===== config.mk =====
export PLATFORM = sky130hd
export DESIGN_NAME = cuwa_alu
export DESIGN_NICKNAME = d
export VERILOG_FILES = /design/src/rtl/core/cuwa_pkg.sv /design/src/rtl/core/cuwa_alu.sv
export SDC_FILE = /design/constraint.sdc
export NUM_CORES = 1
export LEC_CHECK = 0
export ABC_CLOCK_PERIOD_IN_PS = 8100
export CORE_AREA = 2 2 99 101
export DETAILED_ROUTE_END_ITERATION = 16
export DIE_AREA = 0 0 101 103
export DONT_BUFFER_PORTS = 1
export PLACE_DENSITY = 0.77
export SLEW_MARGIN = 10
export SYNTH_ARGS = -nofsm -noshare
export SYNTH_HDL_FRONTEND = slang
export SYNTH_SLANG_ARGS = --single-unit

===== constraint.sdc =====
create_clock -name vclk -period 8.1
set_input_delay 1.215 -clock vclk [all_inputs]
set_output_delay 1.215 -clock vclk [all_outputs]
set_load 0.1 [all_outputs]

===== src/rtl/core/cuwa_pkg.sv =====
// Shared types and constants for the cpu utilization window averager.
// No dependencies; imported by the adder unit and the top level.
`default_nettype none

package cuwa_pkg;

  // Usage is percent with 8 fraction bits, 0..25600
  localparam int QW         = 15;
  localparam int FRAC_BITS  = 8;
  localparam int FULL_SCALE = 100 << FRAC_BITS;

  // Counter and shared adder widths: busy * 100 fits in 71 bits
  localparam int CTR_W  = 64;
  localparam int AW     = 72;
  // Pre-shift so that the dividend's top part starts below the divisor
  localparam int PRE_SH = QW - FRAC_BITS;

  // Query window lengths and their select codes
  localparam int WIN_SHORT = 60;
  localparam int WIN_MID   = 5 * 60;
  localparam int WIN_LONG  = 15 * 60;
  localparam logic [1:0] SEL_MID  = 2'd1;
  localparam logic [1:0] SEL_LONG = 2'd2;

  localparam logic OP_SAMPLE = 1'b0;

  typedef enum logic {
    ALU_ADD = 1'b0,
    ALU_SUB = 1'b1
  } alu_op_t;

  typedef enum logic [2:0] {
    PH_NONE = 3'b001,
    PH_BASE = 3'b010,
    PH_RUN  = 3'b100
  } phase_t;

  typedef enum logic [10:0] {
    S_IDLE = 11'b000_0000_0001,
    S_DT   = 11'b000_0000_0010,
    S_DI   = 11'b000_0000_0100,
    S_BUSY = 11'b000_0000_1000,
    S_M3   = 11'b000_0001_0000,
    S_M100 = 11'b000_0010_0000,
    S_DIV  = 11'b000_0100_0000,
    S_WR   = 11'b000_1000_0000,
    S_FILL = 11'b001_0000_0000,
    S_QSUM = 11'b010_0000_0000,
    S_QOUT = 11'b100_0000_0000
  } state_t;

endpackage

`default_nettype wire


===== src/rtl/core/cuwa_alu.sv =====
// Shared add/subtract unit; subtract also reports a borrow (a < b).
// Depends on cuwa_pkg.
`default_nettype none

module cuwa_alu
  import cuwa_pkg::*;
(
  input  wire logic [AW-1:0] a,
  input  wire logic [AW-1:0] b,
  input  wire alu_op_t       op,
  output      logic [AW-1:0] y,
  output      logic          borrow
);

  logic [AW:0] y_full;
  logic [AW:0] b_ext;

  always_comb begin
    b_ext  = (op == ALU_SUB) ? {1'b0, ~b} : {1'b0, b};
    y_full = {1'b0, a} + b_ext + (AW + 1)'(op == ALU_SUB);
    y      = y_full[AW-1:0];
    borrow = (op == ALU_SUB) && !y_full[AW];
  end

endmodule

`default_nettype wire


==> impl_metrics.yaml <==
synth:
  avgSynthCellArea_um2: 6.81
  synth_xor_area_share_pct: 23.2
  syn_inst: 766
  synth_compound_area_share_pct: 33.7
  syn-num-nets: 984
  synth_fa_ha_area_share_pct: 17.7
  seq_area_frac_synth_pct: 0
  synth-simple-area-share_pct: 20.5
  synth_top_family_by_area: "compound AO/OA/AOI/OAI gates"
  synth.distinct_cells: 68
  ys_warn_count: 0
  muxShareOfSynthArea_pct: 0.192
  syn_area_um2: 5220
critical_path:
  cp-start-kind: "input pin"
  worstPathMaxFanout: 73
  path_class: "in2out"
  cp_data_required_time_ns: 6.88
  worstPathArrival_ns: 5.01
  worstSetupEndpointType: "output port"
timing:
  finalMaxSlewViolations: 0
  fin_crit_ns: 6.23
  finalHoldViolCount: 0
  setup_slack_ns: 1.87
  finalHoldWorstSlack_ns: 2.75
  tns_ns: 0
  worstMarginPinSlew_ns: 1.22
  post-route-period-util_pct: 76.9
  finalSetupViolations: 0
  grt_setup_unrepaired: "no"
  slew_headroom_pct: 18.9
  fmax_ghz: 0.161
drt:
  drtIter0Drc: 359
  vias: 5845
  routedWlPerCell_um: 18.8
  routed_wl_um: 16800
  detail-route-antenna-nets: 0
  firstDrtPassIters: 6
  drc_errors: 0
  routed_via_density: 6.55
place:
  place_hpwl_um: 14200
  post-place-ws_ns: 1.91
  portBuffers: 0
  placed_area_um2: 6110
  gp_congestion: 0.984
power_and_ir_drop:
  power_frac_seq_pct: 0
  p_switching_uw: 1370
  ir_drop_mv: 0.228
  clkPwrFrac_pct: 0
  leakage_uw: 0.00276
  sw_frac_of_total_pct: 76.8
  p_per_area_nw_per_um2: 293
  pwr-share-comb_pct: 100.0
  total_power_uw: 1790
  p_int_uw: 416
layout:
  diodes: 0
  final_cell_area_um2: 6110
  final_cell_mix: "94 x a21oi_1, 72 x ha_1, 71 x xor2_1, 70 x nand2_1, 52 x buf_4"
  layout_commonest_cell: "a21oi_1"
  clock_buffers: 0
  drive_above_1_share_pct: 17.7
  syn2layout_area_growth_pct: 17.2
  fill_cells: 858
  layout.nets: 999
  seq_cells: 0
  regArea_um2: 0
global_route:
  grt_util_all_layers_pct: 29.9
  antenna_found_initial: 0
  grt_pass1_vias: 5388
  grt_max_degree: 74
  grt_pass1_wl_um: 25700
  grt-ovfl-total: 0
floorplan:
  ioPinCount: 218
  initial_utilization_pct: 55.1
  num_rows: 36
  core_um2: 9460
  fp.dieH_um: 103
  dieArea_um2: 10400
  die-width_um: 101
clock_network:
  cts_resized: 0
  postCtsSetupRepairBufs: 0
  cts_hold_buf: 0
status:
  status: "completed"
min_path:
  min_path_type: "in2out"
flow_run:
  drv_cap: 0
synth_stat cells (all sizes together) (3+ instances only):
library cell | n | share of area [%]
or3 | 4 | 0.48
and4 | 3 | 0.50
o211ai | 8 | 1.2
inv | 23 | 1.7
xnor2 | 44 | 7.4
or2 | 7 | 0.84
a21oi | 96 | 9.3
a21boi | 4 | 0.58
nand2b | 6 | 0.72
a31oi | 10 | 1.2
o221ai | 3 | 0.50
xor2 | 94 | 16
nand4 | 22 | 2.6
a41oi | 3 | 0.50
o21ai | 44 | 4.3
o21bai | 18 | 2.6
a2111oi | 6 | 1.4
nor2b | 9 | 1.1
nand3 | 17 | 1.6
a311oi | 3 | 0.50
nor2 | 50 | 3.6
a211oi | 8 | 1.2
o21a | 10 | 1.4
nand2 | 70 | 5.0
and3 | 7 | 0.84
a21o | 28 | 4.0
ha | 72 | 17
o31ai | 9 | 1.4
buf | 10 | 1.0
clkbuf | 29 | 2.1
nor3 | 18 | 1.7
path summary, 6_finish.rpt:
check,cells after the start,slack (ns),start,to
setup / recovery,11,1.87,op,y[42]
hold / removal,1,2.75,b[0],y[0]
metal layers:
metal / global-route usage [%] / vias to the layer above / routed length [um]
met5: 0 / - / 0
met4: 8.42 / 0 / 515
met3: 2.24 / 46 / 1070
met2: 55.2 / 276 / 8410
met1: 37.4 / 2715 / 6770
li1: - / 2808 / -
final cells by class:
class              count  area [um^2]  share of cell area, %
multi-input cells    704         5500                   89.9
repair buffers        52          390                   6.38
well taps            114          143                   2.33
inverters             23         86.3                   1.41
power groups by stage:
stage          sequential (uW)  clock, uW  combinational, uW
2_1_floorplan                0          0               1420
3_3_place_gp                 0          0               1770
3_5_place_dp                 0          0               1780
4_1_cts                      0          0               1780
5_1_grt                      0          0               1860
6_report                     0          0               1790
kinds of logic after synthesis:
| logic type | Yosys count |
|---|---|
| compound gates | 269 |
| xor+xnor | 138 |
| fa+ha+maj | 73 |
| buf+inv | 62 |
| mux | 1 |
| simple gates | 223 |
per-stage QoR:
step	instances	util, %
2_1_floorplan	766	-
4_1_cts	893	64.6
3_3_place_gp	893	64.6
5_1_grt	893	64.6
3_5_place_dp	893	64.6
6_report	893	64.6
worst max-delay path: stages:
cell	delay, ns
xor2_1	0.18
inv_1	0.08
fa_1	0.46
nor2b_1	0.18
o21bai_1	0.12
a21o_1	0.22
o211a_1	0.27
a2111oi_0	0.77
nor3_1	0.19
o21ai_0	0.33
xor2_2	0.96
No activity file was read; power rests on OpenSTA's default activity.
